--- src/aging_page_replacement_core_assert.svh ---
// Assertion macros shared by the aging page replacement core.
// Each macro expects signals named clk and rst in the scope where it is used.
`ifndef AGING_PAGE_REPLACEMENT_CORE_ASSERT_SVH
`define AGING_PAGE_REPLACEMENT_CORE_ASSERT_SVH

// Same-cycle implication, checked outside reset.
`define APR_ASSERT_IMP(lbl, ante, cons, msg) \
  lbl: assert property (@(posedge clk) disable iff (rst) (ante) |-> (cons)) else $error(msg);

// Next-cycle implication, checked outside reset.
`define APR_ASSERT_NXT(lbl, ante, cons, msg) \
  lbl: assert property (@(posedge clk) disable iff (rst) (ante) |=> (cons)) else $error(msg);

`endif

--- src/apr_pkg.sv ---
// Package for the aging page replacement core: widths, reset values,
// controller states and the command and status structs.
// No dependencies.
package apr_pkg;

  localparam int PAGE_W         = 8;
  localparam int CFG_W          = 4;
  localparam int TOTAL_W        = 16;
  localparam int MAX_FRAMES_DEF = 8;
  localparam int AGE_BITS_DEF   = 8;

  localparam logic [CFG_W-1:0] FRAMES_RESET = 4'd8;

  typedef enum logic [2:0] {
    S_IDLE,
    S_SCAN,
    S_SCAN_LAST,
    S_DECIDE,
    S_AGE,
    S_AGE_LAST,
    S_DONE
  } state_t;

  typedef struct packed {
    logic clr;
    logic rd;
    logic sweep;
    logic decide;
    logic load_out;
  } dp_cmd_t;

  typedef struct packed {
    logic last_rd;
  } dp_stat_t;

endpackage

--- src/apr_datapath.sv ---
// Datapath of the aging page replacement core: frame memory, match and
// minimum-age scan, replacement decision, aging sweep and result register.
// Depends on apr_pkg.
module apr_datapath #(
  parameter int MAX_FRAMES = apr_pkg::MAX_FRAMES_DEF,
  parameter int AGE_BITS   = apr_pkg::AGE_BITS_DEF
) (
  input  logic                        clk,
  input  logic                        rst,
  input  apr_pkg::dp_cmd_t            cmd,
  output apr_pkg::dp_stat_t           stat,
  input  logic                        cfg_we,
  input  logic [apr_pkg::CFG_W-1:0]   cfg_data,
  input  logic [apr_pkg::PAGE_W-1:0]  page_in,
  output logic                        hit,
  output logic                        replaced,
  output logic [apr_pkg::PAGE_W-1:0]  victim_page,
  output logic [apr_pkg::TOTAL_W-1:0] replacement_total
);
  import apr_pkg::*;

  localparam int FW = (MAX_FRAMES > 1) ? $clog2(MAX_FRAMES) : 1;
  localparam int CW = $clog2(MAX_FRAMES + 1);
  localparam int LW = (CW > CFG_W) ? CW : CFG_W;
  localparam int EW = PAGE_W + AGE_BITS;
  localparam logic [AGE_BITS-1:0] AGE_TOP = {1'b1, {(AGE_BITS-1){1'b0}}};

  logic [EW-1:0]       mem [MAX_FRAMES];
  logic [EW-1:0]       rd_data;
  logic [CW-1:0]       cnt;
  logic [FW-1:0]       tag;
  logic                pend;
  logic [PAGE_W-1:0]   page_q;
  logic                hit_q;
  logic [FW-1:0]       hit_slot;
  logic                min_found;
  logic [AGE_BITS-1:0] min_age;
  logic [FW-1:0]       min_slot;
  logic [PAGE_W-1:0]   min_page;
  logic [FW-1:0]       slot;
  logic                repl_q;
  logic [PAGE_W-1:0]   victim_q;
  logic [CW-1:0]       occ;
  logic [TOTAL_W-1:0]  rtotal;
  logic [CFG_W-1:0]    fiu;

  logic [PAGE_W-1:0]   rd_page;
  logic [AGE_BITS-1:0] rd_age;
  logic [AGE_BITS-1:0] age_shift;
  logic                tag_valid;
  logic                scan_eval;
  logic [LW-1:0]       lim;
  logic                fill_ok;
  logic                wr_en;
  logic [EW-1:0]       wr_data;

  assign rd_page   = rd_data[EW-1:AGE_BITS];
  assign rd_age    = rd_data[AGE_BITS-1:0];
  assign age_shift = rd_age >> 1;
  assign tag_valid = CW'(tag) < occ;
  assign scan_eval = pend && !cmd.sweep;
  assign fill_ok   = LW'(occ) < lim;
  assign stat.last_rd = (cnt == CW'(MAX_FRAMES - 1));

  always_comb begin
    priority if (fiu == '0) begin
      lim = LW'(1);
    end else if (LW'(fiu) > LW'(MAX_FRAMES)) begin
      lim = LW'(MAX_FRAMES);
    end else begin
      lim = LW'(fiu);
    end
  end

  always_comb begin
    wr_en = pend && cmd.sweep && ((tag == slot) || tag_valid);
    if (tag == slot) begin
      wr_data = {page_q, AGE_TOP | (hit_q ? age_shift : '0)};
    end else begin
      wr_data = {rd_page, age_shift};
    end
  end

  always_ff @(posedge clk) begin
    if (wr_en) begin
      mem[tag] <= wr_data;
    end
    if (cmd.rd) begin
      rd_data <= mem[cnt[FW-1:0]];
    end
  end

  always_ff @(posedge clk) begin
    if (rst) begin
      pend   <= 1'b0;
      occ    <= '0;
      rtotal <= '0;
      fiu    <= FRAMES_RESET;
    end else begin
      pend <= cmd.rd;
      if (cfg_we) begin
        fiu <= cfg_data;
      end
      if (cmd.decide && !hit_q) begin
        if (fill_ok) begin
          occ <= occ + 1'b1;
        end else if (rtotal != '1) begin
          rtotal <= rtotal + 1'b1;
        end
      end
    end
  end

  always_ff @(posedge clk) begin
    if (cmd.clr) begin
      page_q    <= page_in;
      hit_q     <= 1'b0;
      min_found <= 1'b0;
      cnt       <= '0;
    end
    if (cmd.rd) begin
      cnt <= cnt + 1'b1;
      tag <= cnt[FW-1:0];
    end
    if (scan_eval && tag_valid) begin
      if (rd_page == page_q) begin
        hit_q    <= 1'b1;
        hit_slot <= tag;
      end
      if (!min_found || (rd_age < min_age)) begin
        min_found <= 1'b1;
        min_age   <= rd_age;
        min_slot  <= tag;
        min_page  <= rd_page;
      end
    end
    if (cmd.decide) begin
      cnt <= '0;
      priority if (hit_q) begin
        slot     <= hit_slot;
        repl_q   <= 1'b0;
        victim_q <= '0;
      end else if (fill_ok) begin
        slot     <= occ[FW-1:0];
        repl_q   <= 1'b0;
        victim_q <= '0;
      end else begin
        slot     <= min_slot;
        repl_q   <= 1'b1;
        victim_q <= min_page;
      end
    end
    if (cmd.load_out) begin
      hit               <= hit_q;
      replaced          <= repl_q;
      victim_page       <= victim_q;
      replacement_total <= rtotal;
    end
  end

endmodule

--- src/apr_ctrl.sv ---
// Controller of the aging page replacement core: sequences the scan, the
// decision, the aging sweep and the result handoff. Depends on apr_pkg.
`include "aging_page_replacement_core_assert.svh"
module apr_ctrl (
  input  logic              clk,
  input  logic              rst,
  input  logic              in_valid,
  output logic              in_ready,
  output logic              out_valid,
  input  logic              out_ready,
  input  apr_pkg::dp_stat_t stat,
  output apr_pkg::dp_cmd_t  cmd
);
  import apr_pkg::*;

  state_t state;
  state_t state_next;
  logic   out_valid_next;

  always_ff @(posedge clk) begin
    if (rst) begin
      state     <= S_IDLE;
      out_valid <= 1'b0;
    end else begin
      state     <= state_next;
      out_valid <= out_valid_next;
    end
  end

  always_comb begin
    state_next     = state;
    cmd            = '0;
    in_ready       = (state == S_IDLE);
    out_valid_next = out_valid && !out_ready;
    unique case (state)
      S_IDLE: begin
        if (in_valid) begin
          cmd.clr    = 1'b1;
          state_next = S_SCAN;
        end
      end
      S_SCAN: begin
        cmd.rd = 1'b1;
        if (stat.last_rd) begin
          state_next = S_SCAN_LAST;
        end
      end
      S_SCAN_LAST: begin
        state_next = S_DECIDE;
      end
      S_DECIDE: begin
        cmd.decide = 1'b1;
        state_next = S_AGE;
      end
      S_AGE: begin
        cmd.rd    = 1'b1;
        cmd.sweep = 1'b1;
        if (stat.last_rd) begin
          state_next = S_AGE_LAST;
        end
      end
      S_AGE_LAST: begin
        cmd.sweep  = 1'b1;
        state_next = S_DONE;
      end
      S_DONE: begin
        if (!out_valid || out_ready) begin
          cmd.load_out   = 1'b1;
          out_valid_next = 1'b1;
          state_next     = S_IDLE;
        end
      end
      default: begin
        state_next = S_IDLE;
      end
    endcase
  end

  `APR_ASSERT_NXT(a_accept_starts_scan, in_valid && in_ready, state == S_SCAN, "accepted transaction did not start the scan")
  `APR_ASSERT_NXT(a_decide_then_age, state == S_DECIDE, state == S_AGE, "decision not followed by the aging sweep")
  `APR_ASSERT_IMP(a_load_when_free, cmd.load_out, !out_valid || out_ready, "result register overwritten before transfer")
  `APR_ASSERT_IMP(a_result_from_done, $rose(out_valid), $past(state) == S_DONE, "result raised outside the handoff state")

endmodule

--- src/aging_page_replacement_core.sv ---
// Top level of the aging page replacement core: controller plus datapath.
// Depends on apr_pkg, apr_ctrl and apr_datapath.
//
//   Channel   Handshake              Payload
//   in        in_valid / in_ready    page_number
//   out       out_valid / out_ready  hit, replaced, victim_page, replacement_total
//   cfg       cfg_valid / cfg_ready  cfg_data (frames_in_use)
//
// A reference makes two passes over the frame memory's single read port, one to search
// and one to age every occupied frame.
// Reset is synchronous and needs no clearing pass; the frame memory is not cleared.
// The result register lets the next reference be accepted while a result waits.
// A stalled output holds the finished reference in its handoff state.
module aging_page_replacement_core #(
  parameter int MAX_FRAMES = apr_pkg::MAX_FRAMES_DEF,
  parameter int AGE_BITS   = apr_pkg::AGE_BITS_DEF
) (
  input  logic                        clk,
  input  logic                        rst,
  input  logic                        in_valid,
  output logic                        in_ready,
  input  logic [apr_pkg::PAGE_W-1:0]  page_number,
  output logic                        out_valid,
  input  logic                        out_ready,
  output logic                        hit,
  output logic                        replaced,
  output logic [apr_pkg::PAGE_W-1:0]  victim_page,
  output logic [apr_pkg::TOTAL_W-1:0] replacement_total,
  input  logic                        cfg_valid,
  output logic                        cfg_ready,
  input  logic [apr_pkg::CFG_W-1:0]   cfg_data
);
  import apr_pkg::*;

  dp_cmd_t  cmd;
  dp_stat_t stat;

  assign cfg_ready = 1'b1;

  apr_ctrl u_ctrl (
    .clk       (clk),
    .rst       (rst),
    .in_valid  (in_valid),
    .in_ready  (in_ready),
    .out_valid (out_valid),
    .out_ready (out_ready),
    .stat      (stat),
    .cmd       (cmd)
  );

  apr_datapath #(
    .MAX_FRAMES (MAX_FRAMES),
    .AGE_BITS   (AGE_BITS)
  ) u_datapath (
    .clk               (clk),
    .rst               (rst),
    .cmd               (cmd),
    .stat              (stat),
    .cfg_we            (cfg_valid),
    .cfg_data          (cfg_data),
    .page_in           (page_number),
    .hit               (hit),
    .replaced          (replaced),
    .victim_page       (victim_page),
    .replacement_total (replacement_total)
  );

endmodule
--- config.mk ---
export PLATFORM = sky130hd
export DESIGN_NAME = aging_page_replacement_core
export DESIGN_NICKNAME = d
export VERILOG_FILES = /design/src/apr_pkg.sv /design/src/apr_datapath.sv /design/src/apr_ctrl.sv /design/src/aging_page_replacement_core.sv
export VERILOG_INCLUDE_DIRS = /design/src /design/src/src
export SDC_FILE = /design/constraint.sdc
export NUM_CORES = 1
export LEC_CHECK = 0
export BUFFER_PORTS_ARGS = -buffer_cell sky130_fd_sc_hd__clkbuf_2
export CAP_MARGIN = 5
export CORE_ASPECT_RATIO = 0.9
export CORE_UTILIZATION = 50
export DETAILED_ROUTE_END_ITERATION = 7
export GPL_TIMING_DRIVEN = 1
export PLACE_DENSITY_LB_ADDON = 0.12
export SLEW_MARGIN = 30
export SYNTH_ARGS = -nofsm -noshare
export SYNTH_HDL_FRONTEND = slang
export SYNTH_SLANG_ARGS = --single-unit
--- constraint.sdc ---
create_clock -name clk -period 3.8 [get_ports clk]
set_input_delay 0.76 -clock clk [delete_from_list [all_inputs] [get_ports clk]]
set_output_delay 0.76 -clock clk [all_outputs]
set_load 0.01 [all_outputs]
# Yosys cells after proc, flatten, opt, wreduce, memory -nomap -nowiden
# Memories as Yosys holds them, arrays and structs flattened. A register that Yosys moved wholly into a read port is not among the register bits.
# Cells that the tools add are included.
# totals
regBits,106
ram_bits,128
wordCells,101
n_memories,1
# classes
n_addsub,3
magnitude_cmp,4
eq_ne,14
n_mux,31
bitwise,1
reduce_logical,25
# memory_table
memory,words,width,rd,rd_clocked_by_memory_dff,write_ports,line,text
u_datapath.mem,8,16,1,1,1,apr_datapath.sv:28,logic [EW-1:0] mem [MAX_FRAMES];
# op_table
cell,count
$pmux 3 s7,1
$mux 1,18
$mux 3,6
$add 16x1->16 const B,1
$mux 16,1
$mux 4,4
$ne 16x16->1 const B,1
$eq 3x3->1 const B,3
$add 4x1->4 const B,2
$eq 8x8->1,1
$lt 8x8->1,1
$mux 7,1
$eq 3x2->1 const B,2
$logic_and 1x1->1,6
$ne 2x2->1 const B,3
$reduce_and 2->1,3
$reduce_or 2->1,3
$logic_not 1->1,5
$eq 4x3->1 const B,1
$gt 4x4->1 const B,1
$logic_not 4->1,1
$lt 3x4->1,1
$lt 4x4->1,1
$reduce_and 4->1,1
other kinds (8),10

# Depth between registers and ports, before layout
# Gate-level depths: netlist (run 1).
# depth
word_depth,7
depth_mapped,10
ltp_nobuf,8

# Modules after synthesis
# Synthesis (run 1) repeated with hierarchy kept, for this count alone.
# hier_totals
cells_unflattened,590
area_unflattened_um2,10005.8
# modules_own_cells
module,n_inst,cells_each,area_each_um2
apr_datapath,1,559,9760.6
apr_ctrl,1,29,234.0
aging_page_replacement_core,1,2,11.3

# Worst setup path before layout (run 1)
# Ideal clock, no wire load.
# synth_path
path_type,register to register
start,reg u_datapath.tag[2]
end,mem u_datapath.mem[0][0] (netlist bit) (enable)
arrival_ns,3.240
setup_slack_ns,0.130
path_stages_with_launch,7
n_path_buf,1
path_cell_list,edfxtp_1 clkbuf_1 xor2_1 nor3_2 nand3b_1 nand2b_1 nor4_1
# synth_between
elab_chain_cells,5
# synth_rtl
item,line,text
start: declaration,apr_datapath.sv:31,logic [FW-1:0] tag;
start signal: assignment,apr_datapath.sv:123,tag <= cnt[FW-1:0];
$lt 3x4->1 / $eq 3x3->1 (equally long branches),"apr_datapath.sv:60, apr_datapath.sv:76",
$logic_or 1x1->1,apr_datapath.sv:76,wr_en = pend && cmd.sweep && ((tag == slot) || tag_valid);
$logic_and 1x1->1,apr_datapath.sv:76,
$mux 1,apr_datapath.sv:85,if (wr_en) begin
$mux 1 (implied by the code),apr_datapath.sv:86,mem[tag] <= wr_data;
end: declaration,apr_datapath.sv:28,
# Several ways; a longest one is shown, not always the timed one.

# Worst setup path after layout (run 1)
# layout_path
start,reg u_datapath.tag[1]
end,reg u_datapath.min_page[5] (enable)
# layout_between
elab_chain_cells,3
# layout_rtl
item,line,text
$lt 3x4->1,apr_datapath.sv:60,assign tag_valid = CW'(tag) < occ;
$logic_and 1x1->1,apr_datapath.sv:125,if (scan_eval && tag_valid) begin
$reduce_and 2->1 (no line),--,
end signal: assignment,apr_datapath.sv:134,min_page <= rd_page;
end: declaration,apr_datapath.sv:39,logic [PAGE_W-1:0] min_page;
# No other way between the ends.
# A chain may end at the register's enable or synchronous reset.

==> run_results.csv, run 1 <==
group,metric,value,unit
global_routing,overflow,0,
die,initial_utilization,51.4,%
setup_path,crit_path_start_kind,"register",
placement,io_buffers,44,
timing,whs,403,ps
global_routing,grtUsageTotal,19.0,%
final_layout,area_delta_synth_final,14.3,%
cts,postCtsSetupRepairBufs,0,
logic_synthesis,yosysSeqAreaShare,71.9,%
detailed_routing,first_pass_iters,4,
logic_synthesis,yosys.area_share.simple,8.01,%
setup_path,critPathBufInv,0,
die,die_area,20500,um2
timing,setup_violations,0,
global_routing,antenna_found_initial,0,
cts,hold_buffers,0,
cts,cts_resized,0,
detailed_routing,via_per_inst,5.66,
cts,clock_sinks,250,
logic_synthesis,synthDistinctLibCells,56,
logic_synthesis,synth_compound_area_share,3.99,%
logic_synthesis,async_flop_share,0,%
global_routing,grt_pass1_vias,5299,
cts,numCtsBuffers,26,
detailed_routing,vias,5228,
logic_synthesis,synth_mux_area_share,11.1,%
setup_path,crit_family,"simple AND/OR/NAND/NOR gates",
cts,cts_tree,"built",
timing,rsz0062_at_grt,"false",
timing,min_period,2710,ps
setup_path,regToRegSetupSlack,1090,ps
timing,period_share,71.3,%
setup_path,required,3940,ps
logic_synthesis,synth_xor_area_share,1.23,%
setup_path,crit_start,"u_datapath.tag[1]$_DFFE_PP_",
logic_synthesis,synth_fa_ha_area_share,1.89,%
detailed_routing,post-route-drc-count,0,
timing,timing.slew.headroom,36.4,%
die,rows,48,
logic_synthesis,synth_edf_count,215,
die,die_y,136,um
timing,tightest_slew,954,ps
setup_path,regToRegStartpoint,"u_datapath.tag[1]$_DFFE_PP_",
final_layout,drive_gt1_share,25.8,%
final_layout,finalNetCount,689,
die,core_area,19300,um2
pwr,p_per_area,530,nW/um2
setup_path,crit_chain,"ha_1, a211o_1, a211oi_1, and3_1",
setup_path,worst_r2r_path_depth,4,
placement,dp_hpwl,11700,um
status,status,"complete, no violations",
global_routing,grt_max_degree,37,
setup_path,cp.depth,4,
flow_run,drv_cap,0,
cts,cts_root_buf,"clkbuf_16",
setup_path,r2r_end,"u_datapath.min_page[5]$_DFFE_PP_",
die,io_pins,46,
setup_path,crit_arrival,2850,ps
logic_synthesis,synth_top_family_by_area,"multiplexers",
logic_synthesis,synth_area_leaders,"edfxtp_1 65%, mux4_2 7.2%, dfxtp_1 7.0%, mux2_2 3.2%, ha_1 1.9%",
logic_synthesis,synth_area,9950,um2
logic_synthesis,ys_warn_count,0,
cts,clk_path_buf_depth,3,
timing,clock_skew,17.2,ps
hold_path,hp-class,"in -> reg",
logic_synthesis,syn_nets,621,
die,die_w,151,um
setup_path,path_max_fanout,19,
detailed_routing,routedWlPerCell,20.3,um
setup_path,critical_path_class,"reg -> reg",
pwr,power_leakage,3.85,nW
timing,setup_tns,0,ps
logic_synthesis,synth_area_leader_cell,"edfxtp_1",
timing,clock.fmax,0.369,GHz
setup_path,crit_path_end_kind,"register",
setup_path,slowest_delay,860,ps
detailed_routing,drt_iter0_drc,365,
pwr,peakVddDrop,0.361,mV
placement,gp_congestion,0.762,
logic_synthesis,syn_avg_cell_area,16.9,um2
final_layout,antenna_cells,0,
cts,insertion_delay,530,ps
cts,path_clk_slew,60,ps
detailed_routing,finalWirelength,18800,um
timing,slew_viol_final,0,
detailed_routing,ant_nets,0,
logic_synthesis,synthCells,589,
global_routing,grt_pass1_wl,29000,um
setup_path,cp-endpoint,"u_datapath.min_page[5]$_DFFE_PP_",
timing,hold_viol_final,0,
logic_synthesis,ys_ff_latch,250,
logic_synthesis,synth_ff_type,"edfxtp_1",
setup_path,slowest_stage,"and3_1",
logic_synthesis,synth_top_area_share,64.9,%
cts,htreeDepth,1,
[registers in the layout, indices dropped and copies added (netlist names), 4 cells and up]
signal,flops
u_datapath.victim_page,8
u_datapath.page_q,8
u_datapath.cnt,4
u_datapath.victim_q,8
u_datapath.min_page,8
u_datapath.rtotal,16
u_datapath.occ,4
u_datapath.fiu,4
u_datapath.mem,128
u_datapath.rd_data,16
u_datapath.replacement_total,16
u_datapath.min_age,8
[layer usage]
layer | vias to the layer above | GRT usage, % | routed length [um]
met3 | 33 | 2.92 | 1130
met2 | 157 | 30.4 | 8920
li1 | 2435 | - | -
met5 | - | 0 | 0
met4 | 0 | 6.22 | 446
met1 | 2603 | 26.7 | 8260
[report_power, final]
group,internal [W],switching (W)
logic,0.000228,0.000245
registers,0.00309,0.0000657
clock network,0.00143,0.000973
[worst min path at each step]
stage | endpoint | slack, ps | cells past startpoint | startpoint
after CTS | u_datapath.page_q[7]$_DFFE_PP_ | 390 | 1 | page_number[7]
after floorplan | u_datapath.replaced$_DFFE_PP_ | 400 | 0 | u_datapath.repl_q$_SDFFCE_PP0P_
after global routing | u_datapath.page_q[7]$_DFFE_PP_ | 390 | 1 | page_number[7]
final | u_datapath.page_q[7]$_DFFE_PP_ | 400 | 1 | page_number[7]
after global placement | u_datapath.victim_page[7]$_DFFE_PP_ | 420 | 0 | u_datapath.victim_q[7]$_SDFFCE_PP0P_
after detailed placement | u_datapath.victim_page[2]$_DFFE_PP_ | 410 | 0 | u_datapath.victim_q[2]$_SDFFCE_PP0P_
[cell type report]
class / count / area, um2
Clock inverter: 9 / 106
Sequential cell: 250 / 7160
Inverter: 15 / 56.3
Multi-Input combinational cell: 299 / 2640
Fill cell: 1481 / 7970
Clock buffer: 36 / 708
Timing Repair Buffer: 65 / 390
Tap cell: 250 / 313
[kinds of logic (layout without fill, tap and decap cells)]
logic type,Yosys count,count (layout)
AOI/OAI and AO/OA,63,63
muxes,67,67
DFF,250,250
and+or+nand+nor,139,139
other,1,1
xor gates and xnor gates,14,14
buffers and inverters,40,125
adders and majority gates,15,15
[synth_stat cells, drive strengths merged, types with 2 or more instances]
master,number
xor2,11
mux4,32
dfxtp,35
a21oi,25
and2,8
nor4,8
inv,15
buf,13
clkbuf,12
nor3,9
mux2i,7
nor2b,14
and3,5
mux2,28
or4,8
or3,3
o31ai,9
xnor2,3
a21o,2
nand3,11
ha,15
o21ai,12
edfxtp,215
nand2,21
nand3b,3
nor2,32
a22oi,2
nand4,4
a211oi,3
and4,2
nand2b,6
o211ai,2
[placed cells by master (no fill, tap or decap), types with 3 or more instances in the layout]
cell type and instances:
clkbuf_16 26, or3_1 3, inv_1 15, clkbuf_1 8, clkbuf_2 44, a211oi_1 3
nor2b_1 14, nand2_1 21, edfxtp_1 215, xor2_1 11, ha_1 15, a21oi_1 25
xnor2_1 3, nor2_1 30, o31ai_1 9, o21ai_0 12, nor3_2 3, mux2_2 28
nand2b_1 5, mux4_2 32, and3_1 4, dfxtp_1 34, clkinv_1 3, nand4_1 3
mux2i_1 7, nor3_1 6, or4_1 8, buf_4 20, nand3_1 11, and2_1 8
nor4_1 6
[worst register-to-register path, delay by kind of cell, from the launching register on]
family	cells	cell delay, ps
compound gates	2	600
fa+ha+maj	1	340
flops	1	530
simple gates	1	860
[stage by stage]
stage / total power [W] / util [%] / setup WS (ps) / instance area (um2) / std cells
6_report: 0.00603 / 58.8 / 1090 / 11400 / 924
3_3_place_gp: 0.00367 / 54.6 / 1200 / 10600 / 879
4_1_cts: 0.00609 / 58.8 / 1090 / 11400 / 924
3_5_place_dp: 0.00369 / 54.6 / 1110 / 10600 / 879
2_1_floorplan: 0.00354 / - / 130 / 9950 / 589
5_1_grt: 0.00623 / 58.8 / 953 / 11400 / 924
Power figures use the tool's default switching activity.
==> run 2: changes to the inputs <==
- ABC_AREA: not set -> 1
- clock period: 3.8 -> 2.8 ns (I/O delays scaled with it)
==> run 2 against run 1 <==
  * The flow now finishes with violations (design-rule violations)
  * Worst hold slack worse by 210 ps
  * Via count grew 21%
  * Register-to-register slack worse by 620 ps
  * Sequential share of layout area fell by 1.2 points
  * Wire length rose by 7.9%
  * Largest power group unchanged
  * Highest routed layer unchanged
==> run_results.csv, run 2 <==
group,metric,value,unit
die,die_area,20900,um2
timing,setup_violations,0,
logic_synthesis,synth_edf_count,215,
final_layout,antenna_cells,0,
flow_run,drv_cap,0,
hold_path,whs_path_depth,1,
setup_path,worst_r2r_path_depth,10,
placement,io_buffers,44,
timing,hold_viol_final,0,
pwr,power.net_switching,0.00367,W
logic_synthesis,synth_area_leaders,"edfxtp_1 63%, nor2_1 7.0%, dfxtp_1 6.9%, nand2_1 4.3%, o21ai_0 3.8%",
setup_path,required,3010,ps
die,core_area,20000,um2
die,io_pins,46,
status,status,"complete, but fails checks",
timing,rsz0062_at_grt,"false",
logic_synthesis,yosysMostFrequentCell,"edfxtp_1",
detailed_routing,first_pass_iters,7,
timing,clock.fmax,0.430,GHz
logic_synthesis,synth_ff_type,"edfxtp_1",
setup_path,crit_path_start_kind,"register",
pwr,peakVddDrop,0.612,mV
final_layout,top_register,"u_datapath.mem",
setup_path,crit_family,"simple AND/OR/NAND/NOR gates",
cts,insertion_delay,530,ps
final_layout,largest_register_ffs,128,
setup_path,critical_path_class,"reg -> reg",
detailed_routing,ant_nets,0,
pwr,p_per_area,975,nW/um2
global_routing,grt_pass1_vias,5918,
logic_synthesis,syn_avg_cell_area,11.4,um2
cts,cts_root_buf,"clkbuf_16",
final_layout,area_delta_synth_final,13.9,%
logic_synthesis,ys_ff_latch,250,
logic_synthesis,synth_top_area_share,63.5,%
pwr,seq_power_share,46.2,%
final_layout,mostFrequentLayoutCells,"215 x edfxtp_1, 189 x nor2_1, 116 x nand2_1",
cts,postCtsSetupRepairBufs,0,
cts,clock_sinks,250,
setup_path,crit_path_end_kind,"register",
status,violations,"design-rule violations",
setup_path,path_max_fanout,16,
logic_synthesis,synthDistinctLibCells,33,
setup_path,slowest_delay,500,ps
final_layout,finalNetCount,986,
die,die_y,137,um
timing,timing.slew.headroom,51.7,%
die,die_w,152,um
cts,numCtsBuffers,25,
detailed_routing,via_per_inst,5.18,
placement,dp_hpwl,13300,um
global_routing,grt_max_degree,69,
global_routing,antenna_found_initial,0,
setup_path,crit_top_cell,"nand2_1",
timing,tightest_slew,722,ps
hold_path,hp-class,"in -> reg",
setup_path,cp.depth,10,
timing,setup_tns,0,ps
setup_path,crit_chain,"ha_1, o21ai_0, nand2_1, nand3_1, nand2_1, nand2_1, nand3_1, buf_4, nor3_2, buf_4",
detailed_routing,drt_iter0_drc,513,
logic_synthesis,synth_area,10200,um2
logic_synthesis,yosysSeqAreaShare,70.3,%
pwr,power_leakage,4.40,nW
timing,min_period,2330,ps
final_layout,fin_util,58.0,%
die,initial_utilization,50.9,%
cts,path_clk_slew,60,ps
logic_synthesis,yosys-top-cells-count,"215 x edfxtp_1, 189 x nor2_1, 116 x nand2_1, 77 x o21ai_0, 76 x inv_1",
logic_synthesis,synth_area_leader_cell,"edfxtp_1",
pwr,clock_power_share,28.9,%
final_layout,final_area,11600,um2
timing,slew_viol_final,0,
final_layout,mostFrequentLayoutCell,"edfxtp_1",
setup_path,critPathBufInv,2,
logic_synthesis,async_flop_share,0,%
global_routing,grt_pass1_wl,31900,um
placement,dpl_cell_area,10800,um2
pwr,power_switching_share,32.5,%
setup_path,crit_arrival,2540,ps
global_routing,overflow,0,
timing,clock_skew,16.5,ps
logic_synthesis,ys_warn_count,0,
cts,hold_buffers,0,
detailed_routing,post-route-drc-count,9,
placement,gp_congestion,0.774,
cts,clk_path_buf_depth,3,
logic_synthesis,syn_nets,923,
detailed_routing,finalWirelength,20200,um
cts,htreeDepth,1,
detailed_routing,routedWlPerCell,16.5,um
cts,cts_resized,0,
timing,period_share,83.1,%
logic_synthesis,synthCells,891,
global_routing,grtUsageTotal,19.9,%
timing,whs,198,ps
setup_path,slowest_stage,"edfxtp_1",
detailed_routing,vias,6350,
final_layout,drive_gt1_share,13.0,%
cts,cts_tree,"built",
die,rows,49,
pwr,comb_power_share,25.0,%
pwr,intPower,0.00763,W
[run 2: path summary, 6_finish.rpt]
check | to | startpoint | slack, ps
min | u_datapath.page_q[2]$_DFFE_PP_ | page_number[2] | 200
max | u_datapath.mem[4][7]$_DFFE_PP_ | u_datapath.tag[1]$_DFFE_PP_ | 470
max reg2reg | u_datapath.mem[4][7]$_DFFE_PP_ | u_datapath.tag[1]$_DFFE_PP_ | 470
min reg2reg | u_datapath.victim_page[4]$_DFFE_PP_ | u_datapath.victim_q[4]$_SDFFCE_PP0P_ | 420
[run 2: power groups by stage]
stage | registers (W) | clock network, W | logic [W]
floorplan | 0.00521 | 0 | 0.00182
global placement | 0.00528 | 0 | 0.00281
detailed placement | 0.00530 | 0 | 0.00283
CTS | 0.00522 | 0.00333 | 0.00284
global route | 0.00526 | 0.00348 | 0.00317
finish | 0.00522 | 0.00326 | 0.00282
[run 2: cell families after synthesis]
kind of cell	Yosys count	synth area share, %
xor gates and xnor gates	26	2.24
adders and majority gates	15	1.84
other	1	0.0369
and+or+nand+nor	352	13.9
AOI/OAI and AO/OA	135	7.16
DFF	250	70.3
buffers and inverters	112	4.45
[run 2: routing by layer]
metal,part of all wire [%],vias to the layer above,global-route usage [%]
li1,-,3173,-
met1,49,3010,28.3
met2,44,134,31.9
met3,4.9,33,3.18
met4,2.1,0,5.73
met5,0,-,0
[run 2: area by class of cell]
| cell class | instances | area [um2] |
|---|---|---|
| Clock buffer | 28 | 637 |
| Tap cell | 255 | 319 |
| Inverter | 81 | 304 |
| Fill cell | 1698 | 8400 |
| Sequential cell | 250 | 7160 |
| Multi-Input combinational cell | 529 | 2620 |
| Timing Repair Buffer | 67 | 393 |
| Clock inverter | 15 | 161 |
[run 2: metrics by stage]
stage,worst slack [ps],std cells,total power [W]
global placement,542,1182,0.00809
CTS,475,1225,0.0114
global route,274,1225,0.0119
finish,472,1225,0.0113
floorplan,11.2,891,0.00703
detailed placement,481,1182,0.00813
[run 2: worst reg2reg max path, stage by stage, from the launching register on]
cell and delay, ps:
edfxtp_1 500, ha_1 310, o21ai_0 70, nand2_1 70, nand3_1 80, nand2_1 50
nand2_1 50, nand3_1 220, buf_4 260, nor3_2 120, buf_4 290
==> run 3: changes to the inputs <==
- clock period: 2.8 -> 2.1 ns (I/O delays scaled with it)
==> run 3 against run 2 <==
  * The flow still finishes with violations (design-rule violations)
  * Total power is 41% higher
  * Combinational power is 41% higher
  * Clock-buffer cell count stayed put
  * Via count is 2.2% higher
  * Worst setup slack worse by 330 ps
  * Sequential power is 33% higher
  * Wire length is 1.8% higher
  * Non-clock buffer count is 24 higher
  * Final area is 3.4% higher
  * Register-to-register slack worse by 330 ps
  * Critical endpoint is now u_datapath.mem[2][15]$_DFFE_PP_
  * Largest power group unchanged
  * Highest routed layer unchanged
==> run_results.csv, run 3 (same netlist as run 2, synthesis figures left out) <==
group,metric,value,unit
hold_path,whs_path_depth,1,
timing,setup_tns,0,ps
setup_path,slowest_stage,"edfxtp_1",
setup_path,crit_path_start_kind,"register",
setup_path,crit_family,"simple AND/OR/NAND/NOR gates",
setup_path,slowest_delay,390,ps
placement,io_buffers,44,
setup_path,critPathBufInv,1,
flow_run,drv_cap,0,
setup_path,crit_top_cell,"nand2_1",
timing,clock.fmax,0.510,GHz
global_routing,overflow,0,
global_routing,grt_pass1_wl,32700,um
placement,dp_hpwl,13700,um
detailed_routing,via_per_inst,5.18,
cts,cts_resized,0,
pwr,peakVddDrop,1.14,mV
setup_path,worst_r2r_path_depth,9,
hold_path,hold_end,"u_datapath.page_q[2]$_DFFE_PP_",
detailed_routing,routedWlPerCell,16.4,um
final_layout,finalNetCount,1011,
cts,insertion_delay,540,ps
timing,setup_violations,0,
timing,whs,56.6,ps
detailed_routing,finalWirelength,20600,um
detailed_routing,ant_nets,0,
timing,hold_viol_final,0,
cts,numCtsBuffers,26,
setup_path,regToRegSetupSlack,140,ps
cts,clock_sinks,250,
timing,slew_viol_final,0,
final_layout,antenna_cells,0,
timing,clock_skew,25.1,ps
final_layout,top_register,"u_datapath.mem",
cts,htreeDepth,1,
global_routing,grt_max_degree,41,
timing,rsz0062_at_grt,"false",
timing,tightest_slew,592,ps
pwr,power_leakage,4.61,nW
cts,path_clk_slew,60,ps
cts,cts_tree,"built",
die,die_y,137,um
timing,finalWorstSetupSlack,140,ps
detailed_routing,drt_iter0_drc,455,
setup_path,path_max_fanout,8,
cts,postCtsSetupRepairBufs,0,
setup_path,critical_path_class,"reg -> reg",
hold_path,hold_start,"page_number[2]",
placement,gp_congestion,0.764,
setup_path,crit_chain,"ha_1, o21ai_0, nand2_1, nand3_1, nand2_1, nand2_2, nand3_4, nor3_4, buf_4",
detailed_routing,vias,6490,
die,rows,49,
final_layout,largest_register_ffs,128,
die,core_area,20000,um2
final_layout,area_delta_synth_final,17.8,%
hold_path,hp-class,"in -> reg",
detailed_routing,post-route-drc-count,5,
die,initial_utilization,50.9,%
die,die_area,20900,um2
final_layout,drive_gt1_share,15.9,%
placement,post-place-ws,180,ps
global_routing,grt_pass1_vias,6086,
timing,min_period,1960,ps
global_routing,antenna_found_initial,0,
global_routing,grtUsageTotal,20.2,%
setup_path,required,2330,ps
final_layout,mostFrequentLayoutCell,"edfxtp_1",
detailed_routing,first_pass_iters,8,
final_layout,fin_util,60.0,%
status,status,"complete, but fails checks",
die,die_w,152,um
setup_path,r2r_end,"u_datapath.mem[2][15]$_DFFE_PP_",
cts,cts_root_buf,"clkbuf_16",
pwr,p_per_area,1330,nW/um2
timing,timing.slew.headroom,60.5,%
final_layout,mostFrequentLayoutCells,"215 x edfxtp_1, 189 x nor2_1, 114 x nand2_1",
timing,period_share,93.3,%
setup_path,regToRegStartpoint,"u_datapath.tag[1]$_DFFE_PP_",
setup_path,crit_arrival,2190,ps
cts,clk_path_buf_depth,3,
cts,hold_buffers,0,
setup_path,crit_path_end_kind,"register",
pwr,finalPower,0.0159,W
die,io_pins,46,
status,violations,"design-rule violations",
run 3: layout make-up:
type / instances / area (um2)
inverter: 81 / 304
tap: 255 / 319
multi-input combinational: 529 / 2640
sequential: 250 / 7160
timing repair buffer: 91 / 627
clock buffer: 28 / 658
fill: 1658 / 8000
clock inverter: 20 / 282
run 3: worst register-to-register path, delay by kind of cell (launching register included):
| kind | cells | cell delay [ps] |
|---|---|---|
| and+or+nand+nor | 6 | 700 |
| DFF | 1 | 390 |
| adders and majority gates | 1 | 270 |
| buffers and inverters | 1 | 220 |
| AOI/OAI and AO/OA | 1 | 70 |
run 3: stage by stage:
stage               std cells  instance area (um2)
global route             1254                12000
CTS                      1254                12000
global placement         1206                11000
finish                   1254                12000
detailed placement       1206                11000
floorplan                 891                10200
run 3: routing by layer:
metal / track usage, % / wire length [um] / part of all wire (%)
met1: 29.8 / 10100 / 49
met2: 31.5 / 9060 / 44
met3: 3.15 / 1050 / 5.1
met4: 5.22 / 403 / 2.0
met5: 0 / 0 / 0
run 3: worst max-delay path by stage:
| stage | depth (start not counted) | slack [ps] | end | from |
|---|---|---|---|---|
| 2_1_floorplan | 8 | -180 | u_datapath.mem[0][0]$_DFFE_PP_ | u_datapath.tag[1]$_DFFE_PP_ |
| 3_5_place_dp | 9 | 180 | u_datapath.mem[2][11]$_DFFE_PP_ | u_datapath.tag[1]$_DFFE_PP_ |
| 6_report | 9 | 140 | u_datapath.mem[2][15]$_DFFE_PP_ | u_datapath.tag[1]$_DFFE_PP_ |
| 5_1_grt | 9 | 5 | u_datapath.min_page[5]$_DFFE_PP_ | u_datapath.rd_data[5]$_DFFE_PP_ |
| 4_1_cts | 9 | 120 | u_datapath.mem[2][15]$_DFFE_PP_ | u_datapath.tag[1]$_DFFE_PP_ |
| 3_3_place_gp | 9 | 180 | u_datapath.mem[2][11]$_DFFE_PP_ | u_datapath.tag[1]$_DFFE_PP_ |
run 3: power by group:
part / leakage, nW / internal, W / switching (W)
sequential: 2.24 / 0.00661 / 0.000349
clock: 0.451 / 0.00303 / 0.00191
combinational: 1.91 / 0.00123 / 0.00276
total: 4.61 / 0.0109 / 0.00503
